## src/dda_pkg.sv

```systemverilog
// Shared types and fixed field widths for the DDA line rasterizer.
// No dependencies; imported by every module of the block.
package dda_pkg;

  // Every coordinate field on the stream ports is six bits wide.
  localparam int FIELD_W     = 6;
  localparam int IN_TDATA_W  = 4 * FIELD_W;
  localparam int OUT_TDATA_W = 16;

  // Commands from the controller to the datapath.
  typedef struct packed {
    logic load;
    logic div_step;
    logic emit;
  } dda_cmd_t;

  // Status from the datapath to the controller.
  typedef struct packed {
    logic last;      // no steps left on the current line
    logic div_last;  // the current divide step produces the final quotient bit
    logic out_free;  // the output register can take a pixel this cycle
  } dda_sts_t;

endpackage

```

## src/dda_ctrl.sv

```systemverilog
// Sequencing state machine of the DDA line rasterizer.
// Depends on dda_pkg for the command and status structs.
module dda_ctrl (
  input  logic              clk,
  input  logic              rst_n,
  input  logic              in_tvalid,
  output logic              in_tready,
  input  dda_pkg::dda_sts_t sts_i,
  output dda_pkg::dda_cmd_t cmd_o
);
  import dda_pkg::*;

  localparam logic [1:0] ST_IDLE = 2'd0;
  localparam logic [1:0] ST_DIV  = 2'd1;
  localparam logic [1:0] ST_EMIT = 2'd2;

  logic [1:0] state_r;
  logic [1:0] state_nxt;

  always_comb begin
    state_nxt = state_r;
    cmd_o     = '0;
    in_tready = 1'b0;
    case (state_r)
      ST_IDLE: begin
        in_tready = 1'b1;
        if (in_tvalid) begin
          cmd_o.load = 1'b1;
          state_nxt  = ST_DIV;
        end
      end
      ST_DIV: begin
        // A zero-length line needs no increments.
        if (sts_i.last) begin
          state_nxt = ST_EMIT;
        end else begin
          cmd_o.div_step = 1'b1;
          if (sts_i.div_last) begin
            state_nxt = ST_EMIT;
          end
        end
      end
      ST_EMIT: begin
        if (sts_i.out_free) begin
          cmd_o.emit = 1'b1;
          if (sts_i.last) begin
            state_nxt = ST_IDLE;
          end
        end
      end
      default: begin
        state_nxt = ST_IDLE;
      end
    endcase
  end

  always_ff @(posedge clk) begin
    if (!rst_n) begin
      state_r <= ST_IDLE;
    end else begin
      state_r <= state_nxt;
    end
  end

  a_load_starts_div: assert property (@(posedge clk) disable iff (!rst_n)
    cmd_o.load |=> (state_r == ST_DIV) && !in_tready)
    else $error("load did not start the divide phase");

  a_last_returns_idle: assert property (@(posedge clk) disable iff (!rst_n)
    (cmd_o.emit && sts_i.last) |=> in_tready)
    else $error("block not ready after the final pixel");

  a_idle_is_quiet: assert property (@(posedge clk) disable iff (!rst_n)
    (state_r == ST_IDLE) |-> !cmd_o.emit && !cmd_o.div_step)
    else $error("datapath commanded while idle");

endmodule

```

## src/dda_datapath.sv

```systemverilog
// Datapath of the DDA line rasterizer: serial divider, accumulators, output register.
// Depends on dda_pkg for field widths and the command and status structs.
module dda_datapath #(
  parameter int COORD_BITS = 6,
  parameter int FRAC_BITS  = 16
) (
  input  logic                                clk,
  input  logic                                rst_n,
  input  logic [dda_pkg::IN_TDATA_W-1:0]      in_tdata,
  input  dda_pkg::dda_cmd_t                   cmd_i,
  output dda_pkg::dda_sts_t                   sts_o,
  output logic                                out_tvalid,
  input  logic                                out_tready,
  output logic [dda_pkg::OUT_TDATA_W-1:0]     out_tdata,
  output logic                                out_tlast
);
  import dda_pkg::*;

  localparam int C  = COORD_BITS;
  localparam int F  = FRAC_BITS;
  localparam int AW = C + F + 1;
  localparam int IW = F + 2;
  localparam int CW = $clog2(F + 1);

  logic [C-1:0] xs, ys, xe, ye;
  logic         x_neg, y_neg, x_major;
  logic [C-1:0] adx, ady, steps, minor;

  logic [AW-1:0] x_acc_r, y_acc_r;
  logic [IW-1:0] x_inc_r, y_inc_r;
  logic [C-1:0]  steps_left_r;
  logic [C-1:0]  divisor_r;
  logic [C:0]    rem_r;
  logic [F-1:0]  quo_r;
  logic [CW-1:0] cnt_r;
  logic          x_neg_r, y_neg_r, x_major_r;

  logic [FIELD_W-1:0] out_x_r, out_y_r;
  logic               out_last_r;
  logic               out_valid_r;

  logic          ge;
  logic [C:0]    diff;
  logic [F:0]    q_full;
  logic [IW-1:0] minor_mag, major_mag, x_mag, y_mag;
  logic [AW-1:0] x_rnd, y_rnd;
  logic          last;

  assign xs = in_tdata[0 +: C];
  assign ys = in_tdata[FIELD_W +: C];
  assign xe = in_tdata[2*FIELD_W +: C];
  assign ye = in_tdata[3*FIELD_W +: C];

  assign x_neg   = xe < xs;
  assign y_neg   = ye < ys;
  assign adx     = x_neg ? xs - xe : xe - xs;
  assign ady     = y_neg ? ys - ye : ye - ys;
  assign x_major = adx >= ady;
  assign steps   = x_major ? adx : ady;
  assign minor   = x_major ? ady : adx;

  // One restoring-division step: the remainder always stays below twice the divisor.
  assign ge     = rem_r >= {1'b0, divisor_r};
  assign diff   = ge ? rem_r - {1'b0, divisor_r} : rem_r;
  assign q_full = {quo_r, ge};

  assign minor_mag = {1'b0, q_full};
  assign major_mag = IW'(1) << F;
  assign x_mag     = x_major_r ? major_mag : minor_mag;
  assign y_mag     = x_major_r ? minor_mag : major_mag;

  assign x_rnd = x_acc_r + (AW'(1) << (F - 1));
  assign y_rnd = y_acc_r + (AW'(1) << (F - 1));
  assign last  = steps_left_r == '0;

  assign sts_o.last     = last;
  assign sts_o.div_last = cnt_r == CW'(F);
  assign sts_o.out_free = !out_valid_r || out_tready;

  always_ff @(posedge clk) begin
    if (cmd_i.load) begin
      x_acc_r      <= {1'b0, xs, {F{1'b0}}};
      y_acc_r      <= {1'b0, ys, {F{1'b0}}};
      steps_left_r <= steps;
      divisor_r    <= steps;
      rem_r        <= {1'b0, minor};
      quo_r        <= '0;
      cnt_r        <= '0;
      x_neg_r      <= x_neg;
      y_neg_r      <= y_neg;
      x_major_r    <= x_major;
    end
    if (cmd_i.div_step) begin
      rem_r <= {diff[C-1:0], 1'b0};
      quo_r <= {quo_r[F-2:0], ge};
      cnt_r <= cnt_r + CW'(1);
      if (sts_o.div_last) begin
        x_inc_r <= x_neg_r ? -x_mag : x_mag;
        y_inc_r <= y_neg_r ? -y_mag : y_mag;
      end
    end
    if (cmd_i.emit) begin
      out_x_r    <= FIELD_W'(x_rnd[F +: C]);
      out_y_r    <= FIELD_W'(y_rnd[F +: C]);
      out_last_r <= last;
      if (!last) begin
        x_acc_r      <= x_acc_r + {{(AW-IW){x_inc_r[IW-1]}}, x_inc_r};
        y_acc_r      <= y_acc_r + {{(AW-IW){y_inc_r[IW-1]}}, y_inc_r};
        steps_left_r <= steps_left_r - C'(1);
      end
    end
  end

  always_ff @(posedge clk) begin
    if (!rst_n) begin
      out_valid_r <= 1'b0;
    end else if (cmd_i.emit) begin
      out_valid_r <= 1'b1;
    end else if (out_tready) begin
      out_valid_r <= 1'b0;
    end
  end

  assign out_tvalid = out_valid_r;
  assign out_tlast  = out_last_r;
  assign out_tdata  = {{(OUT_TDATA_W-2*FIELD_W){1'b0}}, out_y_r, out_x_r};

endmodule

```

## src/dda_line_rasterizer.sv

```systemverilog
// An input transfer starts the serial divider; once it finishes, the first pixel is offered
// through the output register. A zero-length line skips the divide steps.
// A line of S>0 steps then yields one pixel per cycle while the output does not stall.
// Reset (rst_n low at a clock edge) clears the controller state and the output valid flag.
// Depends on dda_pkg, dda_ctrl and dda_datapath.
module dda_line_rasterizer #(
  parameter int COORD_BITS = 6,
  parameter int FRAC_BITS  = 16
) (
  input  logic                            clk,
  input  logic                            rst_n,
  // Input line segments.
  input  logic                            in_tvalid,
  output logic                            in_tready,
  input  logic [dda_pkg::IN_TDATA_W-1:0]  in_tdata,   // x_start, y_start, x_end, y_end
  // Output pixels.
  output logic                            out_tvalid,
  input  logic                            out_tready,
  output logic [dda_pkg::OUT_TDATA_W-1:0] out_tdata,  // pixel_x, pixel_y, 4 zero bits
  output logic                            out_tlast   // last_pixel
);
  import dda_pkg::*;

  // The controller takes a segment only when idle. It loads the datapath, which
  // captures the start point into the Q-format accumulators, the step count
  // (the larger of |dx| and |dy|) and the minor-axis delta as the dividend.
  // The major-axis increment is exactly one pixel, so a single restoring
  // divider, one quotient bit per cycle, yields the minor-axis increment.
  // Pixels are then produced one per transfer through a registered output, and
  // the block becomes ready for the next segment as soon as the final pixel
  // sits in that register, even while it is still waiting to be taken.
  dda_cmd_t cmd;
  dda_sts_t sts;

  dda_ctrl u_ctrl (
    .clk       (clk),
    .rst_n     (rst_n),
    .in_tvalid (in_tvalid),
    .in_tready (in_tready),
    .sts_i     (sts),
    .cmd_o     (cmd)
  );

  dda_datapath #(
    .COORD_BITS (COORD_BITS),
    .FRAC_BITS  (FRAC_BITS)
  ) u_datapath (
    .clk        (clk),
    .rst_n      (rst_n),
    .in_tdata   (in_tdata),
    .cmd_i      (cmd),
    .sts_o      (sts),
    .out_tvalid (out_tvalid),
    .out_tready (out_tready),
    .out_tdata  (out_tdata),
    .out_tlast  (out_tlast)
  );

endmodule
```

## config.mk

```make
export PLATFORM = sky130hd
export DESIGN_NAME = dda_line_rasterizer
export DESIGN_NICKNAME = d
export VERILOG_FILES = /design/src/dda_pkg.sv /design/src/dda_ctrl.sv /design/src/dda_datapath.sv /design/src/dda_line_rasterizer.sv
export SDC_FILE = /design/constraint.sdc
export NUM_CORES = 1
export LEC_CHECK = 0
export BUFFER_PORTS_ARGS = -buffer_cell sky130_fd_sc_hd__buf_2
export CAP_MARGIN = 10
export CORE_UTILIZATION = 55
export DETAILED_ROUTE_END_ITERATION = 12
export PLACE_DENSITY_LB_ADDON = 0.2
export SYNTH_ARGS = -nofsm -noshare
export SYNTH_HDL_FRONTEND = slang
export SYNTH_SLANG_ARGS = --single-unit
```

## constraint.sdc

```tcl
create_clock -name clk -period 6.9 [get_ports clk]
set_input_delay 0.69 -clock clk [delete_from_list [all_inputs] [get_ports clk]]
set_output_delay 0.69 -clock clk [all_outputs]
set_load 0.02 [all_outputs]
```

==> qor.yml <==
setup_path:
  rrSetupSlack_ns: 3.11
  reg2reg_to: "u_datapath.y_inc_r[16]"
  endpoint_kind: "flip-flop"
  slowest_delay_ns: 0.57
  reg2reg_depth: 14
  cp_max_fo: 11
  cp_common_cell: "inv_1"
  crit_required_ns: 7.17
  slowest_stage: "o21ai_1"
  startpoint: "in_tdata[18]"
  critPathArrivalTime_ns: 4.54
  crit_chain: "buf_2 > inv_1 > ha_1 > inv_1 > fa_1 > a21o_1 > a211o_1 > a21oi_4 > mux2i_1 > xnor2_1 > inv_1 > ha_1 > a21o_1 > a21oi_1 > o21ai_1 > buf_4 > mux2_2 > o22ai_1"
  critPathKind: "in -> reg"
  rr_startpoint: "u_datapath.divisor_r[1]"
  startpoint_type: "primary input"
  cp-endpoint: "u_datapath.rem_r[5]"
  path_delay_family: "compound AO/OA/AOI/OAI gates"
  cp_num_cells: 18
  critPathBufInv: 5
timing:
  maxSlewViolCount: 0
  post-route-min-period_ns: 4.277
  finalSetupViolCount: 0
  tightest_slew_ns: 1.154
  maxSlewHeadroom_pct: 22.90
  finalSetupTns_ns: 0
  clock_skew_ns: 0.01122
  period_share_pct: 61.98
  fmax_ghz: 0.2338
  hold_viol: 0
  rsz0062_at_grt: "no"
floorplanning:
  die_w_um: 132.4
  die_area_um2: 17540
  core_um2: 16580
  rows: 47
  die_h_um: 132.4
  start_util_pct: 56.41
  pin_count: 47
finish:
  syn_to_final_growth_pct: 10.30
  regArea_um2: 3633
  layout.cells.non_filler: 1279
  multi_input_area_um2: 5306
  final_core_util_pct: 62.22
  n_antenna_cell: 0
  filler_cell_count: 1432
  final_nets: 1165
  drive_above_1_share_pct: 9.443
global_routing:
  grt-ovfl-total: 0
  grt_pass1_vias: 6807
  grt_usage_pct: 23.84
  grt_first_pass_wirelength_mm: 33.06
  antenna_found_initial: 0
  grt_max_degree: 89
place:
  dpl.cell_count: 1247
  hpwlAfterDp_mm: 14.08
  portBuffers: 42
  gp_congestion: 0.8360
route:
  wl_per_cell_um: 15.51
  drc: 0
  firstDrtPassIters: 5
  drt-total-wl_mm: 19.84
  drt_iter0_markers: 474
  via_per_inst: 5.661
  drtAntennaViolNets: 0
  via_count: 7241
cts:
  cts_resized: 0
  numCtsBuffers: 17
  tritoncts: "built"
  post_cts_buffers: 0
  clk_pin_slew_ns: 0.06
  cts_hold_buf: 0
  clk_path_buf_depth: 2
  cts_sinks: 139
  worstSkewPairLatency_ns: 0.43
  cts-htree-levels: 4
  clockRootBuffer: "clkbuf_16"
power_and_ir_drop:
  leakage_nw: 4.422
  p_seq_share_pct: 37.2
  vdd_drop_max_uv: 209.3
  combPwrFrac_pct: 36.1
  internal_power_w: 0.002158
  p_sw_w: 0.001252
  clkPwrFrac_pct: 26.8
  p_sw_share_pct: 36.71
  pwr_density_cell_nw_per_um2: 330.5
synthesis:
  synth.area.top_cells: "edfxtp_1 27%, dfxtp_1 12%, ha_1 11%"
  synth_area_per_cell_um2: 9.163
  synth_top_area_cell: "edfxtp_1"
  synth.distinct_cells: 67
  synthCells: 1021
  synth.cell_area_um2: 9355
  synth_flop_cell: "edfxtp_1"
  yosys_register_bits: 139
  yosysMostFrequentCell: "o21ai_0"
  synth.yosys.seq_area_share_pct: 38.84
  async_reset_ff_share_pct: 0
  synth-edff-count: 85
  yosys_warnings: 0
  synth_top_area_share_pct: 27.28
  synth_commonest_cells: "98 x o21ai_0, 89 x nand2_1, 85 x edfxtp_1"
outcome:
  status: "complete, no violations"
job:
  maxCapViolCount: 0
worst_hold_path:
  min_path_type: "reg -> reg"
==> placed cells by master (no fill, tap or decap), types with 10 or more instances in the layout <==
cell | Yosys | layout
a21o_1 | 25 | 25
a21oi_1 | 61 | 61
a31oi_1 | 10 | 10
and2_1 | 20 | 20
buf_2 | 7 | 42
clkbuf_16 | 0 | 19
dfxtp_1 | 54 | 54
edfxtp_1 | 85 | 85
ha_1 | 84 | 84
inv_1 | 66 | 66
mux2i_1 | 13 | 13
nand2_1 | 89 | 88
nand2b_1 | 20 | 19
nand3_1 | 55 | 55
nor2_1 | 61 | 60
nor2b_1 | 13 | 13
nor3_1 | 13 | 12
o21a_1 | 10 | 10
o21ai_0 | 98 | 97
o31ai_1 | 10 | 10
xnor2_1 | 43 | 43
xor2_1 | 38 | 38
==> flip-flops by register name, summed over array words and instances, names as in the netlist <==
register                 cells
u_datapath.x_acc_r          22
u_datapath.divisor_r         6
u_datapath.out_y_r           6
u_datapath.quo_r            16
u_datapath.x_inc_r          18
u_datapath.x_major_r         1
u_datapath.y_neg_r           1
u_datapath.out_x_r           6
u_datapath.x_neg_r           1
u_datapath.out_tlast         1
u_ctrl.state_r               2
u_datapath.out_tvalid        1
u_datapath.rem_r             7
u_datapath.cnt_r             5
u_datapath.steps_left_r      6
u_datapath.y_acc_r          22
u_datapath.y_inc_r          18
==> worst reg2reg max path, delay by kind of cell (launching register included) <==
kind | cells | cell delay (ns)
flops | 1 | 0.45
fa+ha+maj | 2 | 0.58
compound gates | 5 | 1.02
buf+inv | 1 | 0.09
simple gates | 5 | 1.21
xor+xnor | 1 | 0.18
==> power groups by stage <==
| stage | sequential [W] | combinational (W) | clock (W) |
|---|---|---|---|
| final | 0.00127 | 0.00123 | 0.000913 |
| after global routing | 0.00129 | 0.00140 | 0.000961 |
| after detailed placement | 0.00128 | 0.00122 | 0 |
| after floorplan | 0.00122 | 0.000986 | 0 |
| after global placement | 0.00128 | 0.00119 | 0 |
| after CTS | 0.00126 | 0.00123 | 0.000932 |
==> stage by stage <==
stage / hold slack, ns / total power [W] / area (um^2) / setup slack, ns
3_5_place_dp: 0.4473 / 0.002498 / 9722 / 2.231
3_3_place_gp: 0.4400 / 0.002473 / 9722 / 2.351
5_1_grt: 0.4790 / 0.003648 / 10320 / 2.340
2_1_floorplan: 0.4331 / 0.002201 / 9366 / 2.841
6_report: 0.4543 / 0.003410 / 10320 / 2.623
4_1_cts: 0.4560 / 0.003427 / 10320 / 2.662
==> cells by family after synthesis <==
group | count (synthesis) | synth area share (%)
compound gates | 278 | 18.50
xor+xnor | 81 | 7.583
fa+ha+maj | 91 | 12.73
buf+inv | 112 | 4.748
flops | 139 | 38.84
mux | 14 | 1.511
other cells | 1 | 0.04008
simple gates | 305 | 16.05
==> final cells by class <==
cell class	instances	area share, %
Clock inverter	11	1.006
Timing Repair Buffer	48	2.474
Sequential cell	139	35.21
Tap cell	220	2.668
Inverter	67	2.437
Clock buffer	21	4.778
Multi-Input combinational cell	773	51.42
==> per-layer routing <==
metal | vias up | routed length (um) | global-route usage (%)
li1 | 3695 | - | -
met1 | 3361 | 9327 | 31.78
met2 | 166 | 9238 | 39.01
met3 | 19 | 1014 | 4.828
met4 | 0 | 258 | 7.407
met5 | - | 0 | 0
==> how the worst min path moves through the flow <==
stage | from | to | slack (ns) | cells past startpoint
2_1_floorplan | u_datapath.x_acc_r[4] | u_datapath.x_acc_r[4] | 0.43 | 2
3_3_place_gp | u_datapath.x_acc_r[4] | u_datapath.x_acc_r[4] | 0.44 | 2
3_5_place_dp | u_datapath.x_acc_r[4] | u_datapath.x_acc_r[4] | 0.45 | 2
4_1_cts | u_datapath.x_acc_r[4] | u_datapath.x_acc_r[4] | 0.46 | 2
5_1_grt | u_datapath.y_acc_r[0] | u_datapath.y_acc_r[0] | 0.48 | 2
6_report | u_datapath.x_acc_r[4] | u_datapath.x_acc_r[4] | 0.45 | 2
(Power assumes the default switching activity.)
